[src/rtl/pkd_pkg.sv]
package pkd_pkg;

    localparam int unsigned KEY_LEN      = 16;
    localparam int unsigned ALPHA_SIZE   = 24;
    localparam logic [31:0] UNMASK_CONST = 32'h13AC9741;
    localparam logic [7:0]  CHECK_INIT   = 8'd3;
    localparam logic [3:0]  LAST_POS     = 4'd15;

    typedef logic [15:0][3:0] pkd_nibs_t;

    typedef struct packed {
        pkd_nibs_t nibs;
        logic      ok;
        logic      bad;
    } pkd_job_t;

    typedef struct packed {
        logic       ok;
        logic [4:0] sym;
    } pkd_sym_t;

    function automatic pkd_sym_t pkd_symbol(input logic [7:0] c);
        logic [7:0] u;
        pkd_sym_t   r;
        u = (c >= 8'h60 && c <= 8'h7F) ? c - 8'h20 : c;
        r.ok = 1'b1;
        unique case (u)
            8'h32:   r.sym = 5'd0;
            8'h34:   r.sym = 5'd1;
            8'h36:   r.sym = 5'd2;
            8'h37:   r.sym = 5'd3;
            8'h38:   r.sym = 5'd4;
            8'h39:   r.sym = 5'd5;
            8'h42:   r.sym = 5'd6;
            8'h43:   r.sym = 5'd7;
            8'h44:   r.sym = 5'd8;
            8'h45:   r.sym = 5'd9;
            8'h46:   r.sym = 5'd10;
            8'h47:   r.sym = 5'd11;
            8'h48:   r.sym = 5'd12;
            8'h4A:   r.sym = 5'd13;
            8'h4B:   r.sym = 5'd14;
            8'h4D:   r.sym = 5'd15;
            8'h4E:   r.sym = 5'd16;
            8'h50:   r.sym = 5'd17;
            8'h52:   r.sym = 5'd18;
            8'h54:   r.sym = 5'd19;
            8'h56:   r.sym = 5'd20;
            8'h57:   r.sym = 5'd21;
            8'h58:   r.sym = 5'd22;
            8'h5A:   r.sym = 5'd23;
            default: begin
                r.ok  = 1'b0;
                r.sym = 5'd0;
            end
        endcase
        return r;
    endfunction

    function automatic logic [7:0] pkd_check_step(input logic [7:0] v, input logic [3:0] d);
        return v + ({4'b0000, d} ^ {v[6:0], 1'b0});
    endfunction

    // source position of each nibble after the swap sequence
    function automatic logic [3:0] pkd_perm_src(input int unsigned k);
        logic [3:0]  idx [KEY_LEN];
        logic [3:0]  t;
        int unsigned j;
        for (int i = 0; i < KEY_LEN; i++) begin
            idx[i] = 4'(i);
        end
        for (int i = KEY_LEN - 1; i >= 0; i--) begin
            j      = (i + 7) % KEY_LEN;
            t      = idx[i];
            idx[i] = idx[j];
            idx[j] = t;
        end
        return idx[k];
    endfunction

endpackage

[src/rtl/pkd_front.sv]
module pkd_front (
    input  logic              aclk,
    input  logic              aresetn,
    input  logic              s_tvalid,
    output logic              s_tready,
    input  logic [7:0]        s_tdata,   // key_char
    output logic              push,
    output pkd_pkg::pkd_job_t push_job,
    input  logic              q_full
);
    import pkd_pkg::*;

    logic [3:0]  count_reg;
    logic [4:0]  first_reg;
    pkd_nibs_t   nib_reg;
    logic [7:0]  csum_reg;
    logic [7:0]  check_reg;
    logic        bad_reg;

    pkd_sym_t    sym;
    logic [9:0]  pair_n;
    logic        odd;
    logic        accept;
    pkd_nibs_t   nib_next;
    logic [7:0]  csum_next;
    logic [7:0]  check_next;
    logic        bad_next;

    assign s_tready = !q_full;
    assign accept   = s_tvalid && s_tready;
    assign odd      = count_reg[0];

    always_comb begin
        sym        = pkd_symbol(s_tdata);
        pair_n     = 10'(first_reg) * 10'd24 + 10'(sym.sym);
        nib_next   = nib_reg;
        csum_next  = csum_reg;
        check_next = check_reg;
        bad_next   = bad_reg | !sym.ok;
        if (odd) begin
            nib_next[{count_reg[3:1], 1'b0}] = pair_n[7:4];
            nib_next[{count_reg[3:1], 1'b1}] = pair_n[3:0];
            if (pair_n[9:8] != 2'b00) begin
                csum_next = csum_reg | (8'd1 << count_reg[3:1]);
            end
            check_next = pkd_check_step(pkd_check_step(check_reg, pair_n[7:4]), pair_n[3:0]);
        end
    end

    assign push          = accept && (count_reg == LAST_POS);
    assign push_job.nibs = nib_next;
    assign push_job.ok   = (check_next == csum_next) && !bad_next;
    assign push_job.bad  = bad_next;

    always_ff @(posedge aclk) begin
        if (!aresetn) begin
            count_reg <= 4'd0;
            first_reg <= 5'd0;
            csum_reg  <= 8'd0;
            check_reg <= CHECK_INIT;
            bad_reg   <= 1'b0;
        end else if (accept) begin
            count_reg <= count_reg + 4'd1;
            if (!odd) begin
                first_reg <= sym.sym;
            end
            if (count_reg == LAST_POS) begin
                first_reg <= 5'd0;
                csum_reg  <= 8'd0;
                check_reg <= CHECK_INIT;
                bad_reg   <= 1'b0;
            end else begin
                csum_reg  <= csum_next;
                check_reg <= check_next;
                bad_reg   <= bad_next;
            end
        end
    end

    always_ff @(posedge aclk) begin
        if (accept) begin
            nib_reg <= nib_next;
        end
    end

endmodule

[src/rtl/pkd_queue.sv]
module pkd_queue (
    input  logic              aclk,
    input  logic              aresetn,
    input  logic              push,
    input  pkd_pkg::pkd_job_t push_job,
    output logic              q_full,
    input  logic              pop,
    output logic              q_valid,
    output pkd_pkg::pkd_job_t pop_job
);
    import pkd_pkg::*;

    pkd_job_t   mem_reg [2];
    logic       wr_ptr_reg;
    logic       rd_ptr_reg;
    logic [1:0] fill_reg;

    assign q_full  = fill_reg == 2'd2;
    assign q_valid = fill_reg != 2'd0;
    assign pop_job = mem_reg[rd_ptr_reg];

    always_ff @(posedge aclk) begin
        if (!aresetn) begin
            wr_ptr_reg <= 1'b0;
            rd_ptr_reg <= 1'b0;
            fill_reg   <= 2'd0;
        end else begin
            if (push && !q_full) begin
                wr_ptr_reg <= !wr_ptr_reg;
            end
            if (pop && q_valid) begin
                rd_ptr_reg <= !rd_ptr_reg;
            end
            fill_reg <= fill_reg + 2'((push && !q_full) ? 1 : 0) - 2'((pop && q_valid) ? 1 : 0);
        end
    end

    always_ff @(posedge aclk) begin
        if (push && !q_full) begin
            mem_reg[wr_ptr_reg] <= push_job;
        end
    end

endmodule

[src/rtl/pkd_back.sv]
module pkd_back (
    input  logic              aclk,
    input  logic              aresetn,
    input  logic              q_valid,
    input  pkd_pkg::pkd_job_t pop_job,
    output logic              pop,
    output logic              m_tvalid,
    input  logic              m_tready,
    output logic [71:0]       m_tdata    // key_ok, bad_char, product_value, public_code,
                                         // private_value, zero fill
);
    import pkd_pkg::*;

    typedef enum logic [2:0] {
        S_IDLE = 3'b001,
        S_RUN  = 3'b010,
        S_DONE = 3'b100
    } back_state_t;

    back_state_t state_reg;
    logic [3:0]  idx_reg;
    logic [31:0] slices_reg;
    pkd_nibs_t   work_reg;
    logic        ok_reg;
    logic        bad_reg;

    pkd_nibs_t   loaded;
    logic [3:0]  d;
    logic [3:0]  d_next;
    logic        d_low;
    logic [63:0] flat;

    for (genvar k = 0; k < KEY_LEN; k++) begin : g_perm
        assign loaded[k]           = pop_job.nibs[pkd_perm_src(k)];
        assign flat[4*(15-k) +: 4] = work_reg[k];
    end

    assign pop   = (state_reg == S_IDLE) && q_valid;
    assign d     = work_reg[idx_reg];
    assign d_low = d < 4'd8;

    always_comb begin
        if (d_low) begin
            d_next = d ^ {1'b0, slices_reg[2:0]};
        end else if (d < 4'd10) begin
            d_next = d ^ {3'b000, idx_reg[0]};
        end else begin
            d_next = d;
        end
    end

    always_ff @(posedge aclk) begin
        if (!aresetn) begin
            state_reg <= S_IDLE;
        end else begin
            unique case (state_reg)
                S_IDLE: begin
                    if (q_valid) begin
                        state_reg <= S_RUN;
                    end
                end
                S_RUN: begin
                    if (idx_reg == 4'd0) begin
                        state_reg <= S_DONE;
                    end
                end
                S_DONE: begin
                    if (m_tready) begin
                        state_reg <= S_IDLE;
                    end
                end
                default: state_reg <= S_IDLE;
            endcase
        end
    end

    always_ff @(posedge aclk) begin
        if (pop) begin
            work_reg   <= loaded;
            slices_reg <= UNMASK_CONST;
            idx_reg    <= LAST_POS;
            ok_reg     <= pop_job.ok;
            bad_reg    <= pop_job.bad;
        end else if (state_reg == S_RUN) begin
            work_reg[idx_reg] <= d_next;
            idx_reg           <= idx_reg - 4'd1;
            if (d_low) begin
                slices_reg <= slices_reg >> 3;
            end
        end
    end

    assign m_tvalid = state_reg == S_DONE;
    assign m_tdata  = {6'b000000,
                       ok_reg ? {flat[31:0], flat[55:32], flat[63:56]} : 64'd0,
                       bad_reg, ok_reg};

    a_run_ends: assert property (@(posedge aclk) disable iff (!aresetn)
        (state_reg == S_RUN && idx_reg == 4'd0) |=> state_reg == S_DONE)
        else $error("scan did not finish after last digit");

    a_run_steps: assert property (@(posedge aclk) disable iff (!aresetn)
        (state_reg == S_RUN) |=> (state_reg == S_DONE || idx_reg == $past(idx_reg) - 4'd1))
        else $error("digit index skipped");

    a_bad_zero: assert property (@(posedge aclk) disable iff (!aresetn)
        (m_tvalid && !m_tdata[0]) |-> (m_tdata[65:2] == 64'd0))
        else $error("rejected key carries nonzero values");

endmodule

[src/rtl/product_key_decoder.sv]
// Decodes a sixteen-character product key fed one character per transaction on
// the slave side, and after the sixteenth character emits one result transaction
// with the ok and bad-character flags and the product, public and private values
// (values read zero when the key is rejected). Characters are accepted one per
// cycle while the two-key queue is not full; each completed key then passes
// through the unmasking unit (one load, sixteen single-digit steps, then an output
// state held until the result is taken), and the queue lets loading run ahead
// of the unmasking unit.
module product_key_decoder (
    input  logic        aclk,
    input  logic        aresetn,
    input  logic        s_tvalid,
    output logic        s_tready,
    input  logic [7:0]  s_tdata,   // key_char
    output logic        m_tvalid,
    input  logic        m_tready,
    output logic [71:0] m_tdata    // key_ok, bad_char, product_value, public_code,
                                   // private_value, zero fill
);
    import pkd_pkg::*;

    logic     push;
    logic     q_full;
    logic     q_valid;
    logic     pop;
    pkd_job_t push_job;
    pkd_job_t pop_job;

    pkd_front u_front (
        .aclk     (aclk),
        .aresetn  (aresetn),
        .s_tvalid (s_tvalid),
        .s_tready (s_tready),
        .s_tdata  (s_tdata),
        .push     (push),
        .push_job (push_job),
        .q_full   (q_full)
    );

    pkd_queue u_queue (
        .aclk     (aclk),
        .aresetn  (aresetn),
        .push     (push),
        .push_job (push_job),
        .q_full   (q_full),
        .pop      (pop),
        .q_valid  (q_valid),
        .pop_job  (pop_job)
    );

    pkd_back u_back (
        .aclk     (aclk),
        .aresetn  (aresetn),
        .q_valid  (q_valid),
        .pop_job  (pop_job),
        .pop      (pop),
        .m_tvalid (m_tvalid),
        .m_tready (m_tready),
        .m_tdata  (m_tdata)
    );

endmodule

[config.mk]
export PLATFORM = sky130hd
export DESIGN_NAME = product_key_decoder
export DESIGN_NICKNAME = d
export VERILOG_FILES = /design/src/rtl/pkd_pkg.sv /design/src/rtl/pkd_front.sv /design/src/rtl/pkd_queue.sv /design/src/rtl/pkd_back.sv /design/src/rtl/product_key_decoder.sv
export SDC_FILE = /design/constraint.sdc
export NUM_CORES = 1
export LEC_CHECK = 0
export ABC_AREA = 1
export BUFFER_PORTS_ARGS = -buffer_cell sky130_fd_sc_hd__buf_2
export CAP_MARGIN = 5
export CORE_ASPECT_RATIO = 1.5
export CORE_UTILIZATION = 49
export DETAILED_ROUTE_END_ITERATION = 12
export PLACE_DENSITY = 0.75
export SLEW_MARGIN = 20
export SYNTH_ARGS = -nofsm -noshare
export SYNTH_HDL_FRONTEND = slang
export SYNTH_SLANG_ARGS = --single-unit
[constraint.sdc]
create_clock -name aclk -period 5.6 [get_ports aclk]
set_input_delay 0.56 -clock aclk [delete_from_list [all_inputs] [get_ports aclk]]
set_output_delay 0.56 -clock aclk [all_outputs]
set_load 0.03 [all_outputs]
Yosys cells after proc, flatten, opt, wreduce, memory -nomap -nowiden
Memories as Yosys holds them, arrays and structs flattened. A register that Yosys moved wholly into a read port is not among the register bits. Index checks and enable logic that the tools add are counted. W data, S select, Z words.

Add/subtract/negate cells: 8. $mul: 1. Order comparisons: 10. Equality and inequality tests: 34. Shift-type cells: 1. Muxes and demuxes: 38. Bitwise logic cells: 6. Reductions and logical operators: 23.

Operator list (count): $mux W64 (4); $bwmux W64 (3); $eq A8 B7 Y1 const B (18); $pmux W5 S23 (1); $eq A8 B6 Y1 const B (6); $mux W8 (6); $demux W4 S3 (2); $mux W4 (6); $reduce_or A24 Y1 (1); $add A8 B8 Y8 (2); $bmux W4 S4 (1); $demux W4 S4 (1); $xor A4 B8 Y8 (2); $lt A4 B5 Y1 const B (3); $ge A4 B1 Y1 const B (3); $add A10 B5 Y10 (1); $logic_and A1 B1 Y1 (10); $mux W5 (2); $mux W3 (3); $pmux W3 S3 (1); $eq A8 B8 Y1 (1); $ge A8 B7 Y1 const B (1); $le A8 B7 Y1 const B (1); $lt A4 B4 Y1 const B (2); other kinds (24) (40).

Bits in registers: 194. Memory bits (writable): 132. Input port bits: 12. Output and inout bits: 74. Word-level logic and storage cells: 167. Memories kept: 1.

Memory list: u_queue.mem_reg (words 2, bits a word 66, rd ports 1, clocked after memory_dff 1, write ports 1, line pkd_queue.sv:13) `pkd_job_t mem_reg [2];`.

Longest topological paths before layout
Word-level depth: 13. Depth in mapped cells: 37. Gate-level depth less buffers: 37.

Cells and area by module
A second synthesis with hierarchy kept.

Cell total of the unflattened synthesis: 1741. Area total of the unflattened synthesis: 16609.7 um2.

By module, submodules not included: pkd_back (instances 1, cells an instance 808, area an instance 5904.4 um2, sequential area each 2602.5 um2); pkd_front (instances 1, cells an instance 689, area an instance 5530.3 um2, sequential area each 2442.3 um2); pkd_queue (instances 1, cells an instance 244, area an instance 5175.0 um2, sequential area each 4063.9 um2).

Least setup slack after synthesis
OpenSTA, ideal clock, no wires.

Path type: input-to-reg. Start: in s_tdata[6]. End: mem u_queue.mem_reg[0][1] (netlist bit) (data pin). Setup time: 148 ps. Arrival time: 4917 ps. Data required time: 5452 ps. Slack: 535 ps. Cell stages on the path: 36. Path buffers: 0. Path through: inv_1 > ha_1 > nand3_1 > nand4_1 > nor2_1 > nand2_1 > nand3_1 > nor2_1 > inv_1 > ha_1 > fa_1 > nand2_1 > nor2_1 > xnor2_1 > xor2_1 > ha_1 > inv_1 > o21ai_0 > a31oi_1 > xor2_1 > inv_1 > ha_1 > nand2_1 > inv_1 > nand4_1 > o211ai_1 > and2_1 > o21ai_0 > nand2_1 > inv_1 > nand2_1 > nand2_1 > nand2_1 > nor2_1 > nand2_1 > nor2_1.

RTL lines: start: declaration (line product_key_decoder.sv:14) `input logic [7:0] s_tdata,`; end: declaration (line pkd_queue.sv:13).

==> out/summary.txt <==
Final min period = 5.15 ns
Starting Density = 49.9%
Crit Path Category = input pin to flip-flop
crit path buf inv count = 7
Min-Delay Path Class = input pin to flip-flop
layout cells sized above 1 = 11.8%
Die ar. = 32300 um2
Overflow after GRT = 0
max reg flops = 132
clk root buf = clkbuf_16
TritonRoute pass-1 iters = 5
number of diodes = 0
antenna-violating nets left = 0
Max Fclk = 194 MHz
synthesized cell area = 15500 um2
post-synthesis cell count = 1585
row count = 79
pin count of the biggest net entering global routing = 83
measured slew at the worst slew-check pin = 1.07 ns
Layout area overhead = 11.0%
Final Hold Viols = 0
DPL Wire Length = 24.6 mm
maximum VDD drop = 537 uV
leakage power total = 0.00746 uW
grt met1 use = 24.8%
flops & latches, synth = 324
met2 Use GR = 40.0%
Setup Total Neg Slack = 0 ns
post-synth top area cell = edfxtp_1
sequential share of the synthesized area = 58.8%
via count = 11200
final setup fails = 0
met3 GRT Util = 2.22%
total wire length = 35.3 mm
Most common cell on crit path = nand2_1
PwrDens = 517 nW/um2
die height = 220 um
gr busiest metal = met2
startpoint types = input pin
initial antenna violation count = 0
Critical Path RT = 6.00 ns
Die W = 147 um
CTS Buffer Depth = 3
Finished Layout Cells = 2073
RSZ-0062 raised after global routing = false
DRC = 0
routability cong. = 0.971
max-cap violations = 0
prevailing post-synth register cell = edfxtp_1
cts bufs inserted = 29
CP endpoint kind = flip-flop
top cell type's share of synthesized area = 50.8%
Worst path max stage delay = 0.40 ns
Final Skew = 0.0113 ns
yosys warns = 0
headroom to the max-slew limit = 28.6%
total power = 8890 uW
clock sink count = 324
Yosys cell types = 48
port buffer count = 79
cell family with most CP delay = simple AND/OR/NAND/NOR gates
H-tree depth = 1
Total GRT Usage = 21.9%
Worst-path clk slew = 0.07 ns
Core Area = 31000 um2
Critical Path Slowest Stage Cell = fa_1
Hold-fix buffers, CTS = 0
vias in the first global route = 10600
data arrival time of the worst path = 5.56 ns
most frequent cells in the layout = 383 x nand2_1, 262 x edfxtp_1, 204 x inv_1, 125 x nor2_1, 120 x o21ai_0
number of vias per cell = 5.39
first-pass GRT wire length = 55.2 mm
Area contributors post-synth = edfxtp_1 51%, nand2_1 9.3%, dfxtp_1 8.0%
wire per inst = 17.0 um
status = finished clean
Post-synth EDFFs = 262
Starting DRT DRC Count = 733
Clock Latency Late Sink = 0.56 ns
CP max FO = 4
number of I/O pins = 86
Avg Cell Area, Syn = 9.77 um2
most common cell after layout, fill and taps aside = nand2_1
Final Cycle Share = 92.0%
asr flop ratio synth = 0%
CTS tree = yes
Placed Cells = 2022
Final Max Slew Viols = 0
# nets final = 1694
what timing repair did:
item / CTS / global route
setup endpoints to repair: 0 / 2
gates resized for setup: 0 / 2
setup buffers: 0 / 0
endpoints found under the hold margin: 0 / 0
Yosys cell counts (13+ instances only):
cell type and number:
nand2_1 383, edfxtp_1 262, inv_1 205, nor2_1 129, o21ai_0 120, o22ai_1 64
dfxtp_1 62, nand3_1 50, mux2i_1 48, a21oi_1 46, clkbuf_1 42, ha_1 30
mux2_2 18, nand4_1 15, o21ai_2 13
final cells by class:
class	count	area, um2
inverter	208	783
timing repair buffer	96	523
tap	405	507
clock buffer	30	729
multi-input combinational	989	5300
clock inverter	21	236
fill	2603	13800
sequential	324	9110
through the flow:
stage	instance area [um2]	worst slack, ns	utilization, %	hold slack, ns
3_5_place_dp	16200	-0.127	52.2	0.441
4_1_cts	17200	0.411	55.3	0.285
5_1_grt	17200	0.0151	55.4	0.293
3_3_place_gp	16200	0.257	52.2	0.425
6_report	17200	0.446	55.4	0.294
2_1_floorplan	15500	0.535	-	0.419
where the power goes:
group / internal [uW] / switching (uW) / leakage [uW]
Clock: 1140 / 878 / 0.000461
Combinational: 1030 / 2350 / 0.00405
Sequential: 3200 / 288 / 0.00295
Total: 5370 / 3520 / 0.00746
worst paths after layout:
kind	slack, ns	cells after the start	startpoint	to
worst max-delay path	0.45	37	s_tdata[6]	u_queue.mem_reg[0][1]
worst min-delay path	0.29	3	aresetn	u_queue.fill_reg[0]
worst max register to register	1.00	27	u_front.first_reg[1]	u_queue.mem_reg[0][1]
worst min register to register	0.45	1	u_queue.rd_ptr_reg	flip-flop
worst reg2reg max path: stages, from the launching register on:
cell      delay (ns)
dfxtp_1         0.36
ha_1            0.24
fa_1            0.57
nand2_1         0.09
nor2_2          0.17
xnor2_1         0.19
xor2_1          0.20
ha_1            0.29
inv_1           0.12
o21ai_0         0.15
a31oi_1         0.22
xor2_1          0.16
inv_1           0.07
ha_1            0.35
nand2_1         0.12
inv_1           0.05
nand4_1         0.08
o211ai_1        0.13
and2_1          0.16
o21ai_0         0.14
nand2_1         0.09
inv_1           0.07
nand2_1         0.05
nand2_1         0.05
nand2_1         0.05
nor2_1          0.10
nand2_1         0.06
nor2_1          0.12
layer usage:
metal  vias up  wire [um]
li1       5452          -
met4         0       1790
met2       401      18200
met1      5211      13500
met3       114       1840
met5         -          0
kinds of logic (layout without fill, tap and decap cells):
logic type      after synthesis  after routing  share of synthesized area [%]
simple gates                596            596                           15.4
flops                       324            324                           58.8
buf+inv                     277            355                           7.34
compound gates              265            265                           9.68
mux                          66             66                           4.41
fa+ha+maj                    34             34                           2.94
xor+xnor                     22             22                           1.39
other cells                   1              6                         0.0242
Power figures use the tool's default switching activity.
